File: src/rtl/fcwc_pkg.sv
package fcwc_pkg;

    localparam int PAGE_BYTES_DEF = 512;
    localparam int FIFO_DEPTH     = 4;
    localparam int FIFO_PTR_W     = $clog2(FIFO_DEPTH);
    localparam int FIFO_CNT_W     = $clog2(FIFO_DEPTH + 1);

    localparam logic [9:0] PAGE_MAX = 10'h3FF;
    localparam logic [7:0] PAD_BYTE = 8'hFF;

    // APB register index, taken from paddr[2]
    localparam logic REG_FLASH_BASE = 1'b0;
    localparam logic REG_LAST_PAGE  = 1'b1;

    typedef enum logic [1:0] {
        MODE_START = 2'd0,
        MODE_DATA  = 2'd1,
        MODE_STOP  = 2'd2
    } mode_t;

    typedef enum logic [2:0] {
        CMD_UNLOCK  = 3'd0,
        CMD_ERASE   = 3'd1,
        CMD_PROGRAM = 3'd2,
        CMD_LOCK    = 3'd3,
        CMD_REJECT  = 3'd4
    } cmd_t;

    typedef struct packed {
        cmd_t        command;
        logic [31:0] flash_address;
        logic [31:0] program_word;
        logic        last;
    } result_t;

    // up to two results pushed per processed transaction
    typedef struct packed {
        logic [1:0] count;
        result_t    first;
        result_t    second;
    } push_t;

endpackage

File: src/rtl/fcwc_result_fifo.sv
module fcwc_result_fifo
    import fcwc_pkg::*;
(
    input  logic        aclk,
    input  logic        aresetn,
    input  push_t       push,
    output logic        room_two,
    output logic        m_valid,
    input  logic        m_ready,
    output result_t     head
);

    result_t                 entry_reg [FIFO_DEPTH];
    logic [FIFO_PTR_W-1:0]   head_reg, head_next;
    logic [FIFO_PTR_W-1:0]   tail_reg, tail_next;
    logic [FIFO_CNT_W-1:0]   count_reg, count_next;
    logic [FIFO_PTR_W-1:0]   tail_plus_one;
    logic                    pop;

    assign m_valid       = (count_reg != '0);
    assign pop           = m_valid && m_ready;
    assign head          = entry_reg[head_reg];
    assign room_two      = (count_reg <= FIFO_CNT_W'(FIFO_DEPTH - 2));
    assign tail_plus_one = tail_reg + FIFO_PTR_W'(1);

    always_comb begin
        head_next  = pop ? head_reg + FIFO_PTR_W'(1) : head_reg;
        tail_next  = tail_reg + FIFO_PTR_W'(push.count);
        count_next = count_reg + FIFO_CNT_W'(push.count) - FIFO_CNT_W'(pop);
    end

    always_ff @(posedge aclk) begin
        if (!aresetn) begin
            head_reg  <= '0;
            tail_reg  <= '0;
            count_reg <= '0;
        end else begin
            head_reg  <= head_next;
            tail_reg  <= tail_next;
            count_reg <= count_next;
        end
    end

    always_ff @(posedge aclk) begin
        if (push.count != 2'd0) begin
            entry_reg[tail_reg] <= push.first;
        end
        if (push.count == 2'd2) begin
            entry_reg[tail_plus_one] <= push.second;
        end
    end

endmodule

File: src/rtl/flash_continuous_write_combiner_top.sv
// Channel   Direction  Ports                                    Transaction
// s_        in         s_valid s_ready s_mode s_start_page        one command item
//                      s_data_byte
// m_        out        m_valid m_ready m_command                 one flash command
//                      m_flash_address m_program_word m_last
// apb       in         psel penable pwrite paddr pwdata          register access
//                      prdata pready
//
// An accepted item is held in the input register, decoded in one pass against
// the page/word/byte counters, and pushes zero to two results into a four-entry
// result queue; results leave the queue head one per cycle while m_ready is high.
// Sustained rate is one item per cycle while m_ready is high and each item yields
// at most one result; items yielding two are limited by the single output port.
// The input register stalls whenever the queue has fewer than two free entries.
// Reset (aresetn low, synchronous) clears counters, queue, base; last page = max.
module flash_continuous_write_combiner_top
    import fcwc_pkg::*;
#(
    parameter int PAGE_BYTES = PAGE_BYTES_DEF
) (
    input  logic        aclk,
    input  logic        aresetn,

    input  logic        s_valid,
    output logic        s_ready,
    input  logic [1:0]  s_mode,
    input  logic [9:0]  s_start_page,
    input  logic [7:0]  s_data_byte,

    output logic        m_valid,
    input  logic        m_ready,
    output logic [2:0]  m_command,
    output logic [31:0] m_flash_address,
    output logic [31:0] m_program_word,
    output logic        m_last,

    input  logic        psel,
    input  logic        penable,
    input  logic        pwrite,
    input  logic [2:0]  paddr,
    input  logic [31:0] pwdata,
    output logic [31:0] prdata,
    output logic        pready
);

    localparam int WORDS  = PAGE_BYTES / 4;
    localparam int WORD_W = (WORDS > 1) ? $clog2(WORDS) : 1;

    // configuration
    logic [31:0] flash_base_reg;
    logic [9:0]  last_page_reg;
    logic        cfg_write;

    // input register
    logic        in_valid_reg;
    logic [1:0]  in_mode_reg;
    logic [9:0]  in_page_reg;
    logic [7:0]  in_byte_reg;

    // sequencer state
    logic [9:0]        page_reg, page_next;
    logic              past_end_reg, past_end_next;
    logic              erased_reg, erased_next;
    logic [1:0]        byte_idx_reg, byte_idx_next;
    logic [WORD_W-1:0] word_idx_reg, word_idx_next;
    logic [31:0]       asm_reg, asm_next;

    logic        fire;
    logic        room_two;
    push_t       push;
    result_t     head;
    logic [31:0] page_start;
    logic [31:0] word_addr;
    logic [31:0] filled_word;
    logic [31:0] padded_word;
    result_t     res_erase, res_program, res_pad, res_lock;

    // ---------------- APB ----------------
    assign pready    = 1'b1;
    assign cfg_write = psel && penable && pwrite && pready;

    always_comb begin
        unique case (paddr[2])
            REG_FLASH_BASE: prdata = flash_base_reg;
            REG_LAST_PAGE:  prdata = {22'd0, last_page_reg};
            default:        prdata = '0;
        endcase
    end

    always_ff @(posedge aclk) begin
        if (!aresetn) begin
            flash_base_reg <= '0;
            last_page_reg  <= PAGE_MAX;
        end else if (cfg_write) begin
            if (paddr[2] == REG_FLASH_BASE) begin
                flash_base_reg <= pwdata;
            end else begin
                last_page_reg <= pwdata[9:0];
            end
        end
    end

    // ---------------- input register ----------------
    assign fire    = in_valid_reg && room_two;
    assign s_ready = !in_valid_reg || fire;

    always_ff @(posedge aclk) begin
        if (!aresetn) begin
            in_valid_reg <= 1'b0;
        end else if (s_valid && s_ready) begin
            in_valid_reg <= 1'b1;
        end else if (fire) begin
            in_valid_reg <= 1'b0;
        end
    end

    always_ff @(posedge aclk) begin
        if (s_valid && s_ready) begin
            in_mode_reg <= s_mode;
            in_page_reg <= s_start_page;
            in_byte_reg <= s_data_byte;
        end
    end

    // ---------------- decode pass ----------------
    assign page_start = flash_base_reg + 32'(page_reg) * 32'(PAGE_BYTES);
    assign word_addr  = page_start + 32'({word_idx_reg, 2'b00});

    always_comb begin
        for (int i = 0; i < 4; i++) begin
            filled_word[8*i +: 8] = (byte_idx_reg == 2'(i)) ? in_byte_reg : asm_reg[8*i +: 8];
            padded_word[8*i +: 8] = (2'(i) >= byte_idx_reg) ? PAD_BYTE : asm_reg[8*i +: 8];
        end
    end

    always_comb begin
        res_erase   = '{command: CMD_ERASE, flash_address: page_start,
                        program_word: '0, last: 1'b0};
        res_program = '{command: CMD_PROGRAM, flash_address: word_addr,
                        program_word: filled_word, last: 1'b1};
        res_pad     = '{command: CMD_PROGRAM, flash_address: word_addr,
                        program_word: padded_word, last: 1'b0};
        res_lock    = '{command: CMD_LOCK, flash_address: '0,
                        program_word: '0, last: 1'b1};
    end

    always_comb begin
        page_next     = page_reg;
        past_end_next = past_end_reg;
        erased_next   = erased_reg;
        byte_idx_next = byte_idx_reg;
        word_idx_next = word_idx_reg;
        asm_next      = asm_reg;
        push          = '0;

        if (fire) begin
            unique case (in_mode_reg)
                MODE_START: begin
                    page_next     = in_page_reg;
                    past_end_next = 1'b0;
                    push.count    = 2'd1;
                    push.first    = '{command: CMD_UNLOCK, flash_address: '0,
                                      program_word: '0, last: 1'b1};
                end
                MODE_DATA: begin
                    if (past_end_reg || (page_reg > last_page_reg)) begin
                        push.count = 2'd1;
                        push.first = '{command: CMD_REJECT, flash_address: '0,
                                       program_word: '0, last: 1'b1};
                    end else begin
                        erased_next   = 1'b1;
                        asm_next      = filled_word;
                        byte_idx_next = byte_idx_reg + 2'd1;
                        if (!erased_reg) begin
                            push.count = 2'd1;
                            push.first = res_erase;
                            push.first.last = (byte_idx_reg != 2'd3);
                            if (byte_idx_reg == 2'd3) begin
                                push.count  = 2'd2;
                                push.second = res_program;
                            end
                        end else if (byte_idx_reg == 2'd3) begin
                            push.count = 2'd1;
                            push.first = res_program;
                        end
                        // word complete: advance word, and page at end of page
                        if (byte_idx_reg == 2'd3) begin
                            word_idx_next = word_idx_reg + WORD_W'(1);
                            if (word_idx_reg == WORD_W'(WORDS - 1)) begin
                                word_idx_next = '0;
                                erased_next   = 1'b0;
                                if (page_reg == PAGE_MAX) begin
                                    page_next     = '0;
                                    past_end_next = 1'b1;
                                end else begin
                                    page_next = page_reg + 10'd1;
                                end
                            end
                        end
                    end
                end
                MODE_STOP: begin
                    if (erased_reg) begin
                        byte_idx_next = '0;
                        word_idx_next = '0;
                        erased_next   = 1'b0;
                        if (byte_idx_reg != 2'd0) begin
                            asm_next    = padded_word;
                            push.count  = 2'd2;
                            push.first  = res_pad;
                            push.second = res_lock;
                        end else begin
                            push.count = 2'd1;
                            push.first = res_lock;
                        end
                    end
                end
                default: begin
                    // unused mode: drop the transaction
                end
            endcase
        end
    end

    always_ff @(posedge aclk) begin
        if (!aresetn) begin
            page_reg     <= '0;
            past_end_reg <= 1'b0;
            erased_reg   <= 1'b0;
            byte_idx_reg <= '0;
            word_idx_reg <= '0;
            asm_reg      <= '0;
        end else begin
            page_reg     <= page_next;
            past_end_reg <= past_end_next;
            erased_reg   <= erased_next;
            byte_idx_reg <= byte_idx_next;
            word_idx_reg <= word_idx_next;
            asm_reg      <= asm_next;
        end
    end

    // ---------------- result queue ----------------
    fcwc_result_fifo u_result_fifo (
        .aclk     (aclk),
        .aresetn  (aresetn),
        .push     (push),
        .room_two (room_two),
        .m_valid  (m_valid),
        .m_ready  (m_ready),
        .head     (head)
    );

    assign m_command       = head.command;
    assign m_flash_address = head.flash_address;
    assign m_program_word  = head.program_word;
    assign m_last          = head.last;

endmodule
File: config.mk
export PLATFORM = sky130hd
export DESIGN_NAME = flash_continuous_write_combiner_top
export DESIGN_NICKNAME = d
export VERILOG_FILES = /design/src/rtl/fcwc_pkg.sv /design/src/rtl/fcwc_result_fifo.sv /design/src/rtl/flash_continuous_write_combiner_top.sv
export SDC_FILE = /design/constraint.sdc
export NUM_CORES = 1
export LEC_CHECK = 0
export BUFFER_PORTS_ARGS = -buffer_cell sky130_fd_sc_hd__buf_2
export CAP_MARGIN = 25
export CORE_UTILIZATION = 55
export CTS_CLUSTER_SIZE = 12
export DETAILED_ROUTE_END_ITERATION = 12
export GPL_ROUTABILITY_DRIVEN = 0
export HOLD_SLACK_MARGIN = 0.08
export PLACE_DENSITY = 0.74
export SLEW_MARGIN = 20
export SYNTH_ARGS = -nofsm -noshare
export SYNTH_HDL_FRONTEND = slang
export SYNTH_HIERARCHICAL = 1
export SYNTH_SLANG_ARGS = --single-unit
File: constraint.sdc
create_clock -name aclk -period 18 [get_ports aclk]
set_input_delay 0 -clock aclk [delete_from_list [all_inputs] [get_ports aclk]]
set_output_delay 0 -clock aclk [all_outputs]
set_load 0.05 [all_outputs]
# == After elaboration in Yosys (flattened, before gate mapping) ==
# Memories as Yosys holds them, arrays and structs flattened. A register that Yosys moved wholly into a read port is not among the register bits.
# Index checks and enable logic that the tools add are counted.
# totals
out_inout_bits,103
ram_bits,272
input_bits,62
latch_bits,0
mem_count,1
elab_cells,128
register_bits,123
romBits,0
# memory_table
memory,words,width,read_ports,rd_clocked_by_memory_dff,write_ports,line,text
u_result_fifo.entry_reg,4,68,1,1,2,fcwc_result_fifo.sv:13,result_t entry_reg [FIFO_DEPTH];
# op_classes
div,0
mul,0
shifts,0
n_mux,56
n_eq_ne,15
magnitude_cmp,6
n_addsub,10
n_reduce_logical,24
n_bitwise,1
# op_table
op,n
$mux W138,2
$mux W70,3
$pmux W70 S3,1
$mux W68,2
$pmux W68 S2,1
$mux W67,2
$pmux W32 S2,2
$mux W32,3
$mux W69,1
$mux W8,8
$mux W10,4
$add A32 B19 Y32,1
$add A32 B9 Y32,1
$mux W7,4
$pmux W10 S2,1
$reduce_and A5 Y1,3
$ne A2 B2 Y1 const B,7
$pmux W7 S2,1
$mux W1,13
$add A10 B1 Y10 const B,1
$eq A10 B10 Y1 const B,1
$gt A10 B10 Y1,1
$mux W2,5
$reduce_bool A2 Y1,5
23 further kinds,39

# == Longest topological paths before layout ==
# depth
depth_word,10
ltp_mapped,16
mapped_depth_nobuf,15

# == By module ==
# The synthesis kept the hierarchy.
# modules_own_cells
module,cells_each,area_per_inst_um2,n_inst,seq_area_each_um2
fcwc_result_fifo,714,13705.6,1,8348.0
flash_continuous_write_combiner_top,1066,8251.7,1,2362.3

# == Worst setup path after synthesis ==
# OpenSTA, ideal clock, no wires.
# synth_path
kind,flip-flop to flip-flop
start,register last_page_reg[5]
end,"memory u_result_fifo/entry_reg[2][0] in the netlist's numbering, enable pin"
synth_period_minus_slack_ps,6378
arrival_time_ps,5862
required_time_ps,17483
path_slack_ps,11622
path_stages_with_launch,12
path_buffers,1
setup_time_ps,517
cell_sequence,dfxtp_1 -> inv_1 -> ha_1 -> and3_1 -> or3b_1 -> nor3_1 -> nor2_1 -> o21ai_0 -> a21oi_1 -> buf_4 -> or3b_2 -> a21oi_1
# synth_rtl
item,line,text
"start, declared",flash_continuous_write_combiner_top.sv:51,logic [9:0] last_page_reg;
"start signal, assigned",flash_continuous_write_combiner_top.sv:98,last_page_reg <= pwdata[9:0];
"end, declared",fcwc_result_fifo.sv:13,

==> summary.txt <==
Status
  – Outcome: completed

STA
  – Unrepaired setup endpoints after global routing: no
  – Final Cycle Share: between 30% and 40%
  – Setup Skew: 0.0173 ns
  – Post-layout min period: 5.55 ns
  – Pins Over Slew Limit: 0
  – Max_slew headroom: a little over a quarter
  – TNS Setup: 0 ns
  – Hold WS: 0.155 ns
  – Least-Margin Pin Slew: 1.08 ns
  – Hold Vio Cnt, Final: 0
  – Endpoints failing setup: 0
  – Setup WS post-layout: 12.45 ns
  – FMAX: 0.180 GHz

Critical path
  – FF-to-FF End: u_result_fifo/entry_reg[1][41]
  – R2r worst-path depth: 9
  – RR Startpoint: in_mode_reg[0]
  – CP endpoint: u_result_fifo/entry_reg[1][41]
  – Worst setup EP type: flip-flop
  – CP Launch Type: flip-flop
  – Critical path origin: in_mode_reg[0]
  – R2R Setup Slk: around 12 ns
  – Crit Path Category: reg -> reg
  – Crit-path max FO: 62
  – Critical Path RT: roughly 18 ns
  – Critical path arrival: 5.85 ns

Synth
  – Syn_area_per_cell: 12.3 sq um
  – Syn. warnings: 6
  – Sequential area share after synthesis: 48.8%
  – Register bit count reported by yosys: 389
  – Synth cell types: 80
  – Most used DFF post-synth: edfxtp_1
  – Cell Area, Synth: 0.0220 sq mm
  – Post-synth EDFFs: 292
  – Cells after Synth: 1780
  – Share of async-settable or async-resettable flops after synthesis: 0%

Clock network
  – CTS tree: yes
  – Post-CTS Setup Bufs: 0
  – CTS Hold Bufs: slightly above 60
  – CTS H-tree depth: 2
  – Clock sinks: 389
  – Total CTS buffers: 43
  – Clk Latency, worst-skew pair: 0.56 ns
  – CTS-repair resized insts: 0
  – Worst-path clk slew: 0.06 ns
  – CTS Buffer Depth: 3
  – Root Driver: clkbuf_16

Die
  – Die Area: 0.0407 sq mm
  – Height of the die: just over 200 um
  – Core Region: 0.0390 sq mm
  – Initial Utilization: a little under three fifths
  – Die width: 202 um
  – Io pins: 165
  – Num rows: 72

GRT
  – Vias in the first global route: 15200
  – Largest net degree at the start of global routing: slightly below 100
  – Total congestion overflow: 0
  – Overall Global Routing Usage: 26.8%
  – First-pass GRT wire length: between 80000 and 90000 um
  – Antenna violations before repair: 1

Route
  – Final wirelength: 54600 um
  – DR WL/cell: 21.8 um
  – DRT iter0 DRCs: 1312
  – DRT Pass-1 Iters: 7
  – DRC: 0
  – DR vias/cell: slightly above 6
  – Via count: 15200
  – Post-DRT Antenna Nets: 0

Pwr
  – Leak: 9.53 nW
  – Max VDD drop: 86.9 uV
  – Pwr Total: between 2 and 2.5 mW
  – Power Density: 94.3 mW/mm^2

Placed design
  – DP Wirelength: 33600 um
  – Placed Cells: around 2400
  – Place WS: 12.25 ns
  – Port Buf Inserts: about 160

Flow run
  – Maxcap violations: 0

Final layout
  – Final #Nets: 2057
  – Fill cells: 2869
  – Largest register FFs: about 270
  – Post-route insts no fill: about 2500
  – Share of cells above drive strength 1: a little under a third
  – Layout area overhead: 14.3%

Hold path
  – Worst hold path type: in -> reg
==> layout by cell type, fill, tap and decap left out, types with 17 or more instances in the layout <==
cell type / netlist / routed
mux2_1: 22 / 22
xor2_1: 19 / 19
o21ai_0: 30 / 29
clkbuf_16: 0 / 44
a21oi_1: 57 / 55
xnor2_1: 29 / 29
mux2_2: 244 / 244
buf_2: 36 / 162
ha_1: 44 / 44
nor2_1: 129 / 126
o221a_2: 17 / 17
mux2_4: 20 / 20
dlygate4sd3_1: 0 / 62
and2_1: 39 / 39
a21boi_0: 38 / 38
nand2_1: 154 / 154
a22oi_1: 22 / 22
buf_4: 8 / 21
dfxtp_1: 97 / 95
mux2i_1: 30 / 30
mux4_2: 68 / 68
nor2b_1: 44 / 43
nand3_1: 21 / 21
edfxtp_1: 292 / 292
inv_1: 42 / 42
==> worst max-delay path: stages (launching register included) <==
cell,delay [ns]
edfxtp_1,0.44
inv_1,0.11
ha_1,0.74
nand2_1,0.55
nor2_2,0.70
a21oi_1,0.15
nor2_1,0.53
nor4b_4,0.66
buf_4,0.93
mux2_2,0.43
==> cell families (layout without fill, tap and decap cells) <==
group           after synthesis  count (layout)  share of synthesized area (%)
simple gates                482             482                           11.0
buf+inv                     170             369                           3.53
flops                       389             389                           48.8
other cells                   2               6                         0.0342
xor+xnor                     51              51                           2.19
mux                         384             384                           23.4
fa+ha+maj                    47              47                           2.78
compound gates              255             255                           8.30
==> synth_stat cells, types with 4 or more instances <==
cell type | instances | area, sq um
mux2i_1 | 30 | 300
buf_4 | 8 | 60.1
a22oi_1 | 22 | 165
a21boi_0 | 38 | 285
ha_1 | 44 | 551
xnor2_1 | 29 | 254
buf_6 | 8 | 90.1
or3_1 | 6 | 37.5
nor3_1 | 11 | 55.1
o21ai_0 | 30 | 150
mux2_1 | 22 | 248
a211oi_1 | 4 | 30.0
clkbuf_1 | 69 | 259
or2_2 | 4 | 25.0
o22a_1 | 8 | 70.1
o221a_2 | 17 | 191
mux4_2 | 68 | 1530
and3_1 | 14 | 87.6
nand3_1 | 21 | 105
mux2_2 | 244 | 2750
edfxtp_1 | 292 | 8770
xor2_1 | 19 | 166
o211ai_1 | 12 | 90.1
and2_1 | 39 | 244
buf_1 | 6 | 22.5
nand2_1 | 154 | 578
buf_2 | 36 | 180
mux2_4 | 20 | 300
o211a_1 | 10 | 100
a221oi_1 | 9 | 78.8
dfxtp_1 | 97 | 1940
nand4_1 | 8 | 50.1
a21o_1 | 12 | 90.1
o22ai_1 | 10 | 62.6
a21oi_1 | 57 | 285
and4_1 | 5 | 43.8
nand2b_1 | 14 | 87.6
nor2_1 | 129 | 484
inv_1 | 42 | 158
nor2b_1 | 44 | 275
nand3b_1 | 5 | 37.5
a31oi_1 | 6 | 37.5
==> how the worst min path moves through the flow <==
stage | depth (start not counted) | slack, ns | from | to
2_1_floorplan | 0 | 0.1 | s_data_byte[0] | in_byte_reg[0]
3_3_place_gp | 1 | 0.18 | s_data_byte[0] | in_byte_reg[0]
3_5_place_dp | 1 | 0.18 | s_start_page[6] | in_page_reg[6]
4_1_cts | 5 | 0.1 | pwrite | last_page_reg[8]
5_1_grt | 2 | 0.15 | s_data_byte[6] | in_byte_reg[6]
6_report | 2 | 0.16 | s_mode[0] | in_mode_reg[0]
==> cell type report <==
class / count / area [sq um] / area share, %
Timing Repair Buffer: 248 / 1660 / 6.60
Sequential cell: 389 / 10700 / 42.7
Tap cell: 518 / 648 / 2.58
Antenna cell: 1 / 2.50 / 0.00997
Inverter: 42 / 158 / 0.628
Clock buffer: 63 / 1230 / 4.91
Multi-Input combinational cell: 1224 / 10500 / 42.0
Clock inverter: 16 / 144 / 0.573
==> report_power, final <==
group / total (mW) / internal, mW / leakage (nW) / switching, mW
clock: 0.860 / 0.505 / 0.675 / 0.356
sequential: 1.02 / 0.983 / 3.50 / 0.0372
combinational: 0.486 / 0.164 / 5.35 / 0.323
==> metal layers <==
| layer | vias up | wire [um] | track usage, % |
|---|---|---|---|
| met5 | - | 0 | 0 |
| met3 | 75 | 4600 | 4.72 |
| met2 | 635 | 24900 | 42.0 |
| met4 | 0 | 1010 | 6.82 |
| li1 | 6982 | - | - |
| met1 | 7483 | 24100 | 38.7 |
==> metrics by stage <==
step                      instance area, sq um  util [%]
final                                    25100      64.3
after global routing                     25100      64.3
after CTS                                25100      64.3
after detailed placement                 23100      59.1
after global placement                   23000      59.0
after floorplan                          22000         -
No activity file was read; power rests on OpenSTA's default activity.
